==> config.mk <==
export PLATFORM = sky130hd
export DESIGN_NAME = stop_and_wait_request_engine
export DESIGN_NICKNAME = d
export VERILOG_FILES = /design/src/sv/swre_pkg.sv /design/src/sv/swre_rsp_fifo.sv /design/src/sv/stop_and_wait_request_engine.sv
export SDC_FILE = /design/constraint.sdc
export NUM_CORES = 2
export LEC_CHECK = 0
export BUFFER_PORTS_ARGS = -buffer_cell sky130_fd_sc_hd__buf_2
export CAP_MARGIN = 25
export CELL_PAD_IN_SITES_DETAIL_PLACEMENT = 1
export CELL_PAD_IN_SITES_GLOBAL_PLACEMENT = 1
export CORE_AREA = 2 2 448 450
export CTS_CLUSTER_DIAMETER = 40
export CTS_CLUSTER_SIZE = 14
export DETAILED_ROUTE_END_ITERATION = 8
export DIE_AREA = 0 0 450 452
export PLACE_DENSITY = 0.77
export SYNTH_ARGS = -nofsm -noshare
export SYNTH_HDL_FRONTEND = slang
export SYNTH_SLANG_ARGS = --single-unit
==> constraint.sdc <==
create_clock -name clock -period 7.38 [get_ports clock]
set_input_delay 0.369 -clock clock [delete_from_list [all_inputs] [get_ports clock]]
set_output_delay 0.369 -clock clock [all_outputs]
set_load 0.03 [all_outputs]
==> src/sv/swre_pkg.sv <==
// ----------------------------------------------------------------------------
// swre_pkg: shared types and constants of the stop-and-wait request engine
// Holds the opcode and result-kind codes, the result record and queue sizing.
// ----------------------------------------------------------------------------
package swre_pkg;

   // Request queue sizing
   localparam int QUEUE_DEPTH = 16;
   localparam int QPTR_W      = (QUEUE_DEPTH > 1) ? $clog2(QUEUE_DEPTH) : 1;
   localparam int QFILL_W     = $clog2(QUEUE_DEPTH + 1);

   // Result queue sizing (power of two, holds at least two results)
   localparam int RSP_DEPTH  = 4;
   localparam int RSP_PTR_W  = $clog2(RSP_DEPTH);
   localparam int RSP_CNT_W  = $clog2(RSP_DEPTH + 1);

   // Fixed line constants
   localparam logic [7:0] STAND_ADDR       = 8'h8C;
   localparam logic [7:0] EMPTY_ERROR_CODE = 8'hFF;

   // Input operations
   typedef enum logic [2:0] {
      OP_ENQ_TARGET = 3'd0,
      OP_ENQ_ADDR   = 3'd1,
      OP_FIRE       = 3'd2,
      OP_PACKET     = 3'd3,
      OP_TICK       = 3'd4,
      OP_CLEAR      = 3'd5,
      OP_LINK_UP    = 3'd6,
      OP_LINK_DOWN  = 3'd7
   } opcode_type;

   // Result kinds
   typedef enum logic [2:0] {
      KIND_ENQ_STATUS = 3'd0,
      KIND_TRANSMIT   = 3'd1,
      KIND_RESPONSE   = 3'd2,
      KIND_ERROR      = 3'd3,
      KIND_UNSOLICITED = 3'd4,
      KIND_FAILED     = 3'd5
   } kind_type;

   // Configuration register indexes
   typedef enum logic [2:0] {
      CSR_TARGET_ADDR   = 3'd0,
      CSR_RETRY_COUNT   = 3'd1,
      CSR_TIMEOUT_TICKS = 3'd2,
      CSR_DIR_MASK      = 3'd3,
      CSR_ERR_MASK      = 3'd4,
      CSR_PUSH_CYCLE    = 3'd5,
      CSR_PUSH_WATCHDOG = 3'd6,
      CSR_PUSH_SUBSPEED = 3'd7
   } csr_index_type;

   // One result transaction
   typedef struct packed {
      kind_type    kind;
      logic [7:0]  out_addr;
      logic [7:0]  out_cmd;
      logic [15:0] out_seq;
      logic [15:0] out_payload;
      logic [31:0] out_tag;
      logic [7:0]  error_code;
      logic        accepted;
      logic [31:0] tx_count;
      logic [31:0] rx_count;
      logic        last;
   } rsp_type;

   // Push request into the result queue
   typedef struct packed {
      logic [1:0] count;
      rsp_type    first;
      rsp_type    second;
   } rsp_push_type;

endpackage

==> src/sv/swre_rsp_fifo.sv <==
// ----------------------------------------------------------------------------
// swre_rsp_fifo: result queue of the request engine
// Takes up to two results per cycle, hands out one per transaction.
// ----------------------------------------------------------------------------
module swre_rsp_fifo (
   input  logic                  clock,
   input  logic                  reset,
   input  swre_pkg::rsp_push_type push,
   output logic                  room,
   output logic                  rsp_valid,
   input  logic                  rsp_stall,
   output swre_pkg::rsp_type     rsp_head
);
   import swre_pkg::*;

   rsp_type              mem_ff [RSP_DEPTH];
   rsp_type              head_ff;
   logic [RSP_PTR_W-1:0] rptr_ff, rptr_in;
   logic [RSP_PTR_W-1:0] wptr_ff, wptr_in;
   logic [RSP_CNT_W-1:0] count_ff, count_in;
   logic                 pop;

   // Head and flow control
   assign rsp_valid = (count_ff != '0);
   assign rsp_head  = head_ff;
   assign pop       = rsp_valid && !rsp_stall;
   assign room      = (count_ff <= RSP_CNT_W'(RSP_DEPTH - 2));

   // Pointer and count update
   always_comb begin
      rptr_in  = pop ? rptr_ff + 1'b1 : rptr_ff;
      wptr_in  = wptr_ff + RSP_PTR_W'(push.count);
      count_in = count_ff + RSP_CNT_W'(push.count) - RSP_CNT_W'(pop);
   end

   always_ff @(posedge clock) begin
      if (reset) begin
         rptr_ff  <= '0;
         wptr_ff  <= '0;
         count_ff <= '0;
      end else begin
         rptr_ff  <= rptr_in;
         wptr_ff  <= wptr_in;
         count_ff <= count_in;
      end
   end

   // Result storage; the head is read ahead at the next read pointer
   always_ff @(posedge clock) begin
      if (push.count != 2'd0) begin
         mem_ff[wptr_ff] <= push.first;
      end
      if (push.count == 2'd2) begin
         mem_ff[wptr_ff + 1'b1] <= push.second;
      end
      if (push.count != 2'd0 && rptr_in == wptr_ff) begin
         head_ff <= push.first;
      end else if (push.count == 2'd2 && rptr_in == RSP_PTR_W'(wptr_ff + 1'b1)) begin
         head_ff <= push.second;
      end else begin
         head_ff <= mem_ff[rptr_in];
      end
   end

   // Checks
   a_count_bound: assert property (@(posedge clock) disable iff (reset)
      count_ff <= RSP_CNT_W'(RSP_DEPTH))
      else $error("result queue count beyond depth");

   a_no_overflow: assert property (@(posedge clock) disable iff (reset)
      push.count != 2'd0 |-> count_ff <= RSP_CNT_W'(RSP_DEPTH - 2))
      else $error("result pushed without room");

   a_pop_drains: assert property (@(posedge clock) disable iff (reset)
      pop && push.count == 2'd0 |=> count_ff == $past(count_ff) - 1'b1)
      else $error("result pop lost");

endmodule

==> src/sv/stop_and_wait_request_engine.sv <==
// A request is registered in the input stage and then in the result queue head before its first result shows.
// Throughput: one request per cycle while each causes at most one result and results are not stalled; the
// single result port, one result per cycle, sets the rate when a request causes two.
// Reset clears the queue, the request in flight, counters and sequence number,
// closes the link and loads the register defaults.
// ----------------------------------------------------------------------------
// stop_and_wait_request_engine: stop-and-wait request master
// Queues requests, sends one at a time, matches replies, retries on timeout
// and filters incoming packets by direction and address.
// ----------------------------------------------------------------------------
module stop_and_wait_request_engine (
   input  logic                clock,
   input  logic                reset,
   // configuration
   input  logic                csr_write,
   input  logic [2:0]          csr_index,
   input  logic [15:0]         csr_data,
   // request channel
   input  logic                req_valid,
   output logic                req_stall,
   input  logic [2:0]          req_opcode,
   input  logic [7:0]          req_addr,
   input  logic [7:0]          req_cmd,
   input  logic [7:0]          req_flags,
   input  logic [15:0]         req_rx_seq,
   input  logic [15:0]         req_payload_handle,
   input  logic                req_payload_empty,
   input  logic [7:0]          req_payload_first,
   input  logic [31:0]         req_tag,
   // result channel
   output logic                rsp_valid,
   input  logic                rsp_stall,
   output swre_pkg::kind_type  rsp_kind,
   output logic [7:0]          rsp_out_addr,
   output logic [7:0]          rsp_out_cmd,
   output logic [15:0]         rsp_out_seq,
   output logic [15:0]         rsp_out_payload,
   output logic [31:0]         rsp_out_tag,
   output logic [7:0]          rsp_error_code,
   output logic                rsp_accepted,
   output logic [31:0]         rsp_tx_count,
   output logic [31:0]         rsp_rx_count,
   output logic                rsp_last
);
   import swre_pkg::*;

   typedef struct packed {
      logic [7:0]  addr;
      logic [7:0]  cmd;
      logic [15:0] seq;
      logic [15:0] payload;
      logic [31:0] tag;
   } qent_type;

   function automatic logic [QPTR_W-1:0] qptr_next(input logic [QPTR_W-1:0] p);
      if (p == QPTR_W'(QUEUE_DEPTH - 1)) begin
         return '0;
      end
      return p + 1'b1;
   endfunction

   // Configuration registers
   logic [7:0]  target_addr_ff;
   logic [3:0]  retry_count_ff;
   logic [15:0] timeout_ff;
   logic [7:0]  dir_mask_ff, err_mask_ff;
   logic [7:0]  push_cycle_ff, push_wdog_ff, push_sub_ff;

   // Input stage
   logic        s_valid_ff;
   opcode_type  s_op_ff;
   logic [7:0]  s_addr_ff, s_cmd_ff, s_flags_ff, s_first_ff;
   logic [15:0] s_rseq_ff, s_pay_ff;
   logic        s_empty_ff;
   logic [31:0] s_tag_ff;

   // Engine state
   qent_type           q_mem_ff [QUEUE_DEPTH];
   qent_type           q_head_ff;
   logic [QPTR_W-1:0]  q_rptr_ff, q_rptr_in, q_wptr_ff, q_wptr_in;
   logic [QFILL_W-1:0] q_fill_ff, q_fill_in;
   logic               q_write;
   qent_type           q_wdata;
   qent_type           cur_ff, cur_in;
   logic [3:0]         attempts_ff, attempts_in;
   logic               in_flight_ff, in_flight_in;
   logic [15:0]        wait_ff, wait_in;
   logic [15:0]        next_seq_ff, next_seq_in;
   logic               link_ff, link_in;
   logic [31:0]        sent_ff, sent_in, rcvd_ff, rcvd_in;

   // Step control
   logic         room;
   logic         advance;
   logic         try_start;
   logic         bypass;
   logic [7:0]   dst;
   logic         dir_ok, addr_ok, push_hit, reply_hit;
   rsp_push_type push;
   rsp_type      rsp_head;

   // Configuration writes
   always_ff @(posedge clock) begin
      if (reset) begin
         target_addr_ff <= 8'd0;
         retry_count_ff <= 4'd2;
         timeout_ff     <= 16'd500;
         dir_mask_ff    <= 8'd1;
         err_mask_ff    <= 8'd2;
         push_cycle_ff  <= 8'd0;
         push_wdog_ff   <= 8'd0;
         push_sub_ff    <= 8'd0;
      end else if (csr_write) begin
         case (csr_index_type'(csr_index))
            CSR_TARGET_ADDR:   target_addr_ff <= csr_data[7:0];
            CSR_RETRY_COUNT:   retry_count_ff <= csr_data[3:0];
            CSR_TIMEOUT_TICKS: timeout_ff     <= csr_data;
            CSR_DIR_MASK:      dir_mask_ff    <= csr_data[7:0];
            CSR_ERR_MASK:      err_mask_ff    <= csr_data[7:0];
            CSR_PUSH_CYCLE:    push_cycle_ff  <= csr_data[7:0];
            CSR_PUSH_WATCHDOG: push_wdog_ff   <= csr_data[7:0];
            CSR_PUSH_SUBSPEED: push_sub_ff    <= csr_data[7:0];
            default: begin
            end
         endcase
      end
   end

   // Input register: processed once the result queue has room for two
   assign advance   = s_valid_ff && room;
   assign req_stall = s_valid_ff && !room;

   always_ff @(posedge clock) begin
      if (reset) begin
         s_valid_ff <= 1'b0;
      end else if (!req_stall) begin
         s_valid_ff <= req_valid;
      end
   end

   always_ff @(posedge clock) begin
      if (req_valid && !req_stall) begin
         s_op_ff    <= opcode_type'(req_opcode);
         s_addr_ff  <= req_addr;
         s_cmd_ff   <= req_cmd;
         s_flags_ff <= req_flags;
         s_rseq_ff  <= req_rx_seq;
         s_pay_ff   <= req_payload_handle;
         s_empty_ff <= req_payload_empty;
         s_first_ff <= req_payload_first;
         s_tag_ff   <= req_tag;
      end
   end

   // Packet filters
   assign dst       = (s_op_ff == OP_ENQ_TARGET) ? target_addr_ff : s_addr_ff;
   assign dir_ok    = (s_flags_ff & dir_mask_ff) != 8'd0;
   assign addr_ok   = (s_addr_ff == target_addr_ff) || (s_addr_ff == STAND_ADDR);
   assign push_hit  = (s_addr_ff == target_addr_ff) &&
                      ((s_cmd_ff == push_cycle_ff) || (s_cmd_ff == push_wdog_ff) ||
                       (s_cmd_ff == push_sub_ff));
   assign reply_hit = in_flight_ff && (s_rseq_ff == cur_ff.seq) &&
                      (s_cmd_ff == cur_ff.cmd) && (s_addr_ff == cur_ff.addr);

   // One step of the engine
   always_comb begin
      q_rptr_in    = q_rptr_ff;
      q_wptr_in    = q_wptr_ff;
      q_fill_in    = q_fill_ff;
      q_write      = 1'b0;
      q_wdata      = '{addr: dst, cmd: s_cmd_ff, seq: next_seq_ff,
                       payload: s_pay_ff, tag: s_tag_ff};
      cur_in       = cur_ff;
      attempts_in  = attempts_ff;
      in_flight_in = in_flight_ff;
      wait_in      = wait_ff;
      next_seq_in  = next_seq_ff;
      link_in      = link_ff;
      sent_in      = sent_ff;
      rcvd_in      = rcvd_ff;
      push         = '0;
      try_start    = 1'b0;
      bypass       = 1'b0;

      if (advance) begin
         case (s_op_ff)
            OP_ENQ_TARGET, OP_ENQ_ADDR: begin
               push.count          = 2'd1;
               push.first.kind     = KIND_ENQ_STATUS;
               push.first.out_addr = dst;
               push.first.out_cmd  = s_cmd_ff;
               if (link_ff && q_fill_ff != QFILL_W'(QUEUE_DEPTH)) begin
                  q_write              = 1'b1;
                  bypass               = (q_fill_ff == '0);
                  q_wptr_in            = qptr_next(q_wptr_ff);
                  q_fill_in            = q_fill_ff + 1'b1;
                  next_seq_in          = next_seq_ff + 1'b1;
                  push.first.out_seq   = next_seq_ff;
                  push.first.accepted  = 1'b1;
                  try_start            = 1'b1;
               end
            end
            OP_FIRE: begin
               if (link_ff) begin
                  sent_in                = sent_ff + 1'b1;
                  next_seq_in            = next_seq_ff + 1'b1;
                  push.count             = 2'd1;
                  push.first.kind        = KIND_TRANSMIT;
                  push.first.out_addr    = s_addr_ff;
                  push.first.out_cmd     = s_cmd_ff;
                  push.first.out_seq     = next_seq_ff;
                  push.first.out_payload = s_pay_ff;
               end
            end
            OP_PACKET: begin
               if (dir_ok && addr_ok) begin
                  rcvd_in             = rcvd_ff + 1'b1;
                  push.first.out_addr = s_addr_ff;
                  push.first.out_cmd  = s_cmd_ff;
                  push.first.out_seq  = s_rseq_ff;
                  if (push_hit) begin
                     push.count             = 2'd1;
                     push.first.kind        = KIND_UNSOLICITED;
                     push.first.out_payload = s_pay_ff;
                  end else if (reply_hit) begin
                     push.count   = 2'd1;
                     in_flight_in = 1'b0;
                     try_start    = 1'b1;
                     if ((s_flags_ff & err_mask_ff) != 8'd0) begin
                        push.first.kind       = KIND_ERROR;
                        push.first.error_code = s_empty_ff ? EMPTY_ERROR_CODE : s_first_ff;
                     end else begin
                        push.first.kind        = KIND_RESPONSE;
                        push.first.out_payload = s_pay_ff;
                        push.first.out_tag     = cur_ff.tag;
                     end
                  end
               end
            end
            OP_TICK: begin
               if (in_flight_ff) begin
                  if (wait_ff > 16'd1) begin
                     wait_in = wait_ff - 1'b1;
                  end else begin
                     wait_in             = 16'd0;
                     push.count          = 2'd1;
                     push.first.out_addr = cur_ff.addr;
                     push.first.out_cmd  = cur_ff.cmd;
                     push.first.out_seq  = cur_ff.seq;
                     if (attempts_ff != 4'd0) begin
                        // retransmit with the same sequence number
                        attempts_in            = attempts_ff - 1'b1;
                        sent_in                = sent_ff + 1'b1;
                        wait_in                = timeout_ff;
                        push.first.kind        = KIND_TRANSMIT;
                        push.first.out_payload = cur_ff.payload;
                     end else begin
                        push.first.kind = KIND_FAILED;
                        in_flight_in    = 1'b0;
                        try_start       = 1'b1;
                     end
                  end
               end
            end
            OP_CLEAR, OP_LINK_DOWN: begin
               q_rptr_in    = '0;
               q_wptr_in    = '0;
               q_fill_in    = '0;
               in_flight_in = 1'b0;
               wait_in      = 16'd0;
               if (s_op_ff == OP_LINK_DOWN) begin
                  link_in = 1'b0;
               end
            end
            OP_LINK_UP: begin
               link_in = 1'b1;
            end
            default: begin
            end
         endcase

         // Send the next queued request as the second result
         if (try_start && !in_flight_in && q_fill_in != '0 && link_ff) begin
            cur_in                  = bypass ? q_wdata : q_head_ff;
            q_rptr_in               = qptr_next(q_rptr_ff);
            q_fill_in               = q_fill_in - 1'b1;
            in_flight_in            = 1'b1;
            attempts_in             = retry_count_ff;
            sent_in                 = sent_in + 1'b1;
            wait_in                 = timeout_ff;
            push.count              = 2'd2;
            push.second.kind        = KIND_TRANSMIT;
            push.second.out_addr    = cur_in.addr;
            push.second.out_cmd     = cur_in.cmd;
            push.second.out_seq     = cur_in.seq;
            push.second.out_payload = cur_in.payload;
            push.second.tx_count    = sent_in;
            push.second.rx_count    = rcvd_in;
            push.second.last        = 1'b1;
         end

         // Totals as seen by the first result
         if (push.count == 2'd2) begin
            push.first.tx_count = sent_ff;
         end else begin
            push.first.tx_count = sent_in;
         end
         push.first.rx_count = rcvd_in;
         push.first.last     = (push.count == 2'd1);
      end
   end

   // State registers
   always_ff @(posedge clock) begin
      if (reset) begin
         q_rptr_ff    <= '0;
         q_wptr_ff    <= '0;
         q_fill_ff    <= '0;
         attempts_ff  <= 4'd0;
         in_flight_ff <= 1'b0;
         wait_ff      <= 16'd0;
         next_seq_ff  <= 16'd0;
         link_ff      <= 1'b0;
         sent_ff      <= 32'd0;
         rcvd_ff      <= 32'd0;
      end else begin
         q_rptr_ff    <= q_rptr_in;
         q_wptr_ff    <= q_wptr_in;
         q_fill_ff    <= q_fill_in;
         attempts_ff  <= attempts_in;
         in_flight_ff <= in_flight_in;
         wait_ff      <= wait_in;
         next_seq_ff  <= next_seq_in;
         link_ff      <= link_in;
         sent_ff      <= sent_in;
         rcvd_ff      <= rcvd_in;
      end
   end

   // Request in flight and queue storage; the queue head is read ahead
   always_ff @(posedge clock) begin
      cur_ff <= cur_in;
      if (q_write) begin
         q_mem_ff[q_wptr_ff] <= q_wdata;
      end
      if (q_write && q_wptr_ff == q_rptr_in) begin
         q_head_ff <= q_wdata;
      end else begin
         q_head_ff <= q_mem_ff[q_rptr_in];
      end
   end

   // Result queue
   swre_rsp_fifo u_rsp_fifo (
      .clock     (clock),
      .reset     (reset),
      .push      (push),
      .room      (room),
      .rsp_valid (rsp_valid),
      .rsp_stall (rsp_stall),
      .rsp_head  (rsp_head)
   );

   assign rsp_kind        = rsp_head.kind;
   assign rsp_out_addr    = rsp_head.out_addr;
   assign rsp_out_cmd     = rsp_head.out_cmd;
   assign rsp_out_seq     = rsp_head.out_seq;
   assign rsp_out_payload = rsp_head.out_payload;
   assign rsp_out_tag     = rsp_head.out_tag;
   assign rsp_error_code  = rsp_head.error_code;
   assign rsp_accepted    = rsp_head.accepted;
   assign rsp_tx_count    = rsp_head.tx_count;
   assign rsp_rx_count    = rsp_head.rx_count;
   assign rsp_last        = rsp_head.last;

   // Checks
   a_fill_bound: assert property (@(posedge clock) disable iff (reset)
      q_fill_ff <= QFILL_W'(QUEUE_DEPTH))
      else $error("request queue fill beyond depth");

   a_flight_needs_link: assert property (@(posedge clock) disable iff (reset)
      in_flight_ff |-> link_ff)
      else $error("request in flight with link closed");

   a_link_down_drops: assert property (@(posedge clock) disable iff (reset)
      advance && s_op_ff == OP_LINK_DOWN |=> q_fill_ff == '0 && !in_flight_ff && !link_ff)
      else $error("link down left work behind");

   a_one_send_per_step: assert property (@(posedge clock) disable iff (reset)
      !reset |=> (sent_ff - $past(sent_ff)) <= 32'd1)
      else $error("more than one packet sent in a step");

endmodule
==> results.txt <==
Final #Nets: 6654
drt pass-1 iters: 5
met1 WL: 115000 um
Final min period: 6.16 ns
Hold Vio Cnt, Final: 0
initial antenna violation count: 18
final worst slack: 1.22 ns
total track usage: 30.3%
Achievable Freq: 162 MHz
NetSw: 8.53 mW
via-per-instance ratio: 6.56
uppermost layer routed: met5
Clock Tree Buf Depth: 4
CTS buffer count: 336
unrepaired setup endpoints after global routing: false
share of power burned in registers: 43.2%
Net Sw Frac: 25.6%
Yosys cell types: 92
Hold WC Path Type: in2reg
mean post-synth cell area: 15.7 um^2
Seq cells post-synth: 2285
required time of the critical path: 8.26 ns
Rows: 164
critical path peak fanout: 51
status: complete, no violations
largest net degree at the start of global routing: 136
Die Span X: 450 um
Synth async-reset ratio: 0%
most common cell after layout, fill and taps aside: edfxtp_1
Clock Power Share: 48.8%
layout cell share with drive strength beyond 1: 24.6%
post-route setup TNS: 0 ns
Starting DRT DRC Count: 8485
Syn. warnings: 0
synthesis-to-layout area growth: 18.1%
PwrDens: 297 nW/um^2
post-synthesis sequential area ratio: 68.4%
P_int: 24.8 mW
Final Max Tran Viols: 0
CP arrival: 7.03 ns
crit path capture type: flip-flop
post-CTS sizing: 0
first-pass GRT wire length: 453000 um
routability cong.: 0.866
DP Wirelength: 168000 um
H-tree depth: 5
fin cells: 9431
Worst Setup Start Kind: flip-flop
clock slew at reported path FFs: 0.07 ns
worst clock skew: 0.0802 ns
Final period util: 83.4%
Post-Synthesis Cells: 6064
Slew @ Worst Pin: 1.15 ns
Congestion Overflow GR: 0
die area: 203000 um^2
Post-DRT Antenna Nets: 0
clock latency on the worst-skew pair: 0.97 ns
vias in the first global route: 64500
Post-Syn Nets: 6210
port buffer count: 282
combinational group share of total power: 8.0%
Max-slew headroom: 23.1%
Lkg Pwr: 36.2 nW
clock net sink count: 2285
Root Driver: clkbuf_16
max-cap viol count: 0
Met2 Wirelength: 152000 um
met3 WL: 28600 um
Setup Viol. Count Final: 0
WL/cell: 33.1 um
Post-Route WL: 312000 um
DP Cell Count: 8690
I/O pin count: 283
Post-Place Worst Slack: 1.24 ns
Initial Util: 47.8%
Layout Utilization: 56.4%
Main synth FF type: edfxtp_1
DRC Markers: 0
die height: 452 um
VDD IR max: 0.000286 V
TritonCTS clock tree: built
number of flops mapped to enable cells by yosys: 1916
Setup Buffers After CTS: 0
Core Area: 199000 um^2
commonest non-fill, non-tap cells in the layout: edfxtp_1, nand2_1, mux4_2, dfxtp_1, clkbuf_16
Cell Area, Synth: 94900 um^2
routed via count: 61900
Crit Path Category: reg2reg
[cells by family after synthesis]
| group | share of synthesized area [%] |
|---|---|
| DFF | 68.4 |
| and+or+nand+nor | 7.20 |
| AOI/OAI and AO/OA | 5.95 |
| muxes | 14.3 |
| buffers and inverters | 2.13 |
| xor gates and xnor gates | 1.73 |
| adders and majority gates | 0.298 |
[stage by stage]
| stage | power (mW) | hold slack [ns] | cell area [um^2] |
|---|---|---|---|
| detailed placement | 17.2 | 0.444 | 99500 |
| global route | 34.0 | 0.100 | 112000 |
| finish | 33.3 | 0.0580 | 112000 |
| global placement | 17.2 | 0.425 | 99300 |
| CTS | 33.3 | 0.0109 | 112000 |
| floorplan | 16.2 | 0.425 | 94900 |
[what timing repair did]
| action | 4_1_cts | 5_1_grt |
|---|---|---|
| endpoints found under the setup margin | 0 | 0 |
| hold buffers | 127 | 0 |
| endpoints found under the hold margin | 199 | 0 |
[sequential cells by signal, summed over array words and instances (netlist names), 16 cells and up, named ones only]
name,flops
s_pay_ff,16
s_rseq_ff,16
s_tag_ff,32
u_rsp_fifo.mem_ff,628
sent_ff,32
timeout_ff,16
wait_ff,16
rcvd_ff,32
q_mem_ff,1280
next_seq_ff,16
cur_ff,80
[worst max-delay path, stage by stage (launching register included)]
cell      delay, ns
edfxtp_1       0.80
xnor2_1        0.56
nand4_1        0.15
nor4_1         0.67
nand4_1        0.37
nor3_1         0.34
o211ai_1       0.18
clkinv_1       0.09
buf_4          0.54
nand2_1        0.43
inv_4          0.19
buf_4          0.65
buf_4          0.69
o21ai_0        0.19
a21oi_1        0.16
[synth_stat cells (21+ instances only)]
library cell / instances / area, um^2
edfxtp_1: 1916 / 57500
nand2_1: 626 / 2350
mux4_2: 557 / 12500
dfxtp_1: 369 / 7390
clkbuf_1: 339 / 1270
nor2_1: 308 / 1160
a21oi_1: 301 / 1510
o22ai_1: 263 / 1650
nand3_1: 212 / 1060
xor2_1: 96 / 841
xnor2_1: 91 / 797
inv_1: 85 / 319
buf_1: 79 / 297
o21ai_0: 78 / 390
nor3_1: 72 / 360
mux2i_1: 59 / 591
nand4_1: 46 / 288
a31oi_1: 42 / 263
mux2_2: 37 / 417
a22o_1: 36 / 315
and2_1: 29 / 181
nor4_1: 28 / 175
a22oi_1: 26 / 195
and3_1: 25 / 156
or3_1: 25 / 156
nand2b_1: 22 / 138
ha_1: 21 / 263
[power groups by stage]
stage | Sequential [mW] | Clock, mW | Combinational [mW]
floorplan | 14.5 | 0 | 1.77
global placement | 14.6 | 0 | 2.56
detailed placement | 14.7 | 0 | 2.58
CTS | 14.4 | 16.3 | 2.65
global route | 14.4 | 16.9 | 2.75
finish | 14.4 | 16.3 | 2.66
[layout make-up]
type / instances / area (um^2)
Antenna cell: 8 / 20.0
Clock buffer: 365 / 8770
Clock inverter: 232 / 2470
Fill cell: 18400 / 86500
Inverter: 87 / 349
Multi-Input combinational cell: 3254 / 28300
Sequential cell: 2285 / 64900
Tap cell: 2656 / 3320
Timing Repair Buffer: 544 / 3980
[metal layers]
| metal | track usage, % | up-vias |
|---|---|---|
| met5 | 0 | - |
| met4 | 15.4 | 10 |
| met3 | 6.00 | 844 |
| met2 | 49.3 | 4008 |
| met1 | 39.0 | 32200 |
| li1 | - | 24800 |
[path summary, 6_finish.rpt]
kind                                                            start                               endpoint  slack [ns]  cells past startpoint
worst max-delay path                            s_cmd_ff[0]$_DFFE_PP_                sent_ff[1]$_SDFFE_PP0P_        1.22                     14
worst min-delay path                                        csr_write             timeout_ff[5]$_SDFFE_PP1P_        0.06                      5
worst max register to register                  s_cmd_ff[0]$_DFFE_PP_                sent_ff[1]$_SDFFE_PP0P_        1.22                     14
worst min register to register  u_rsp_fifo.mem_ff[1][77]$_SDFFE_PP0N_  u_rsp_fifo.mem_ff[1][77]$_SDFFE_PP0N_        0.45                      2
Power figures use the tool's default switching activity.
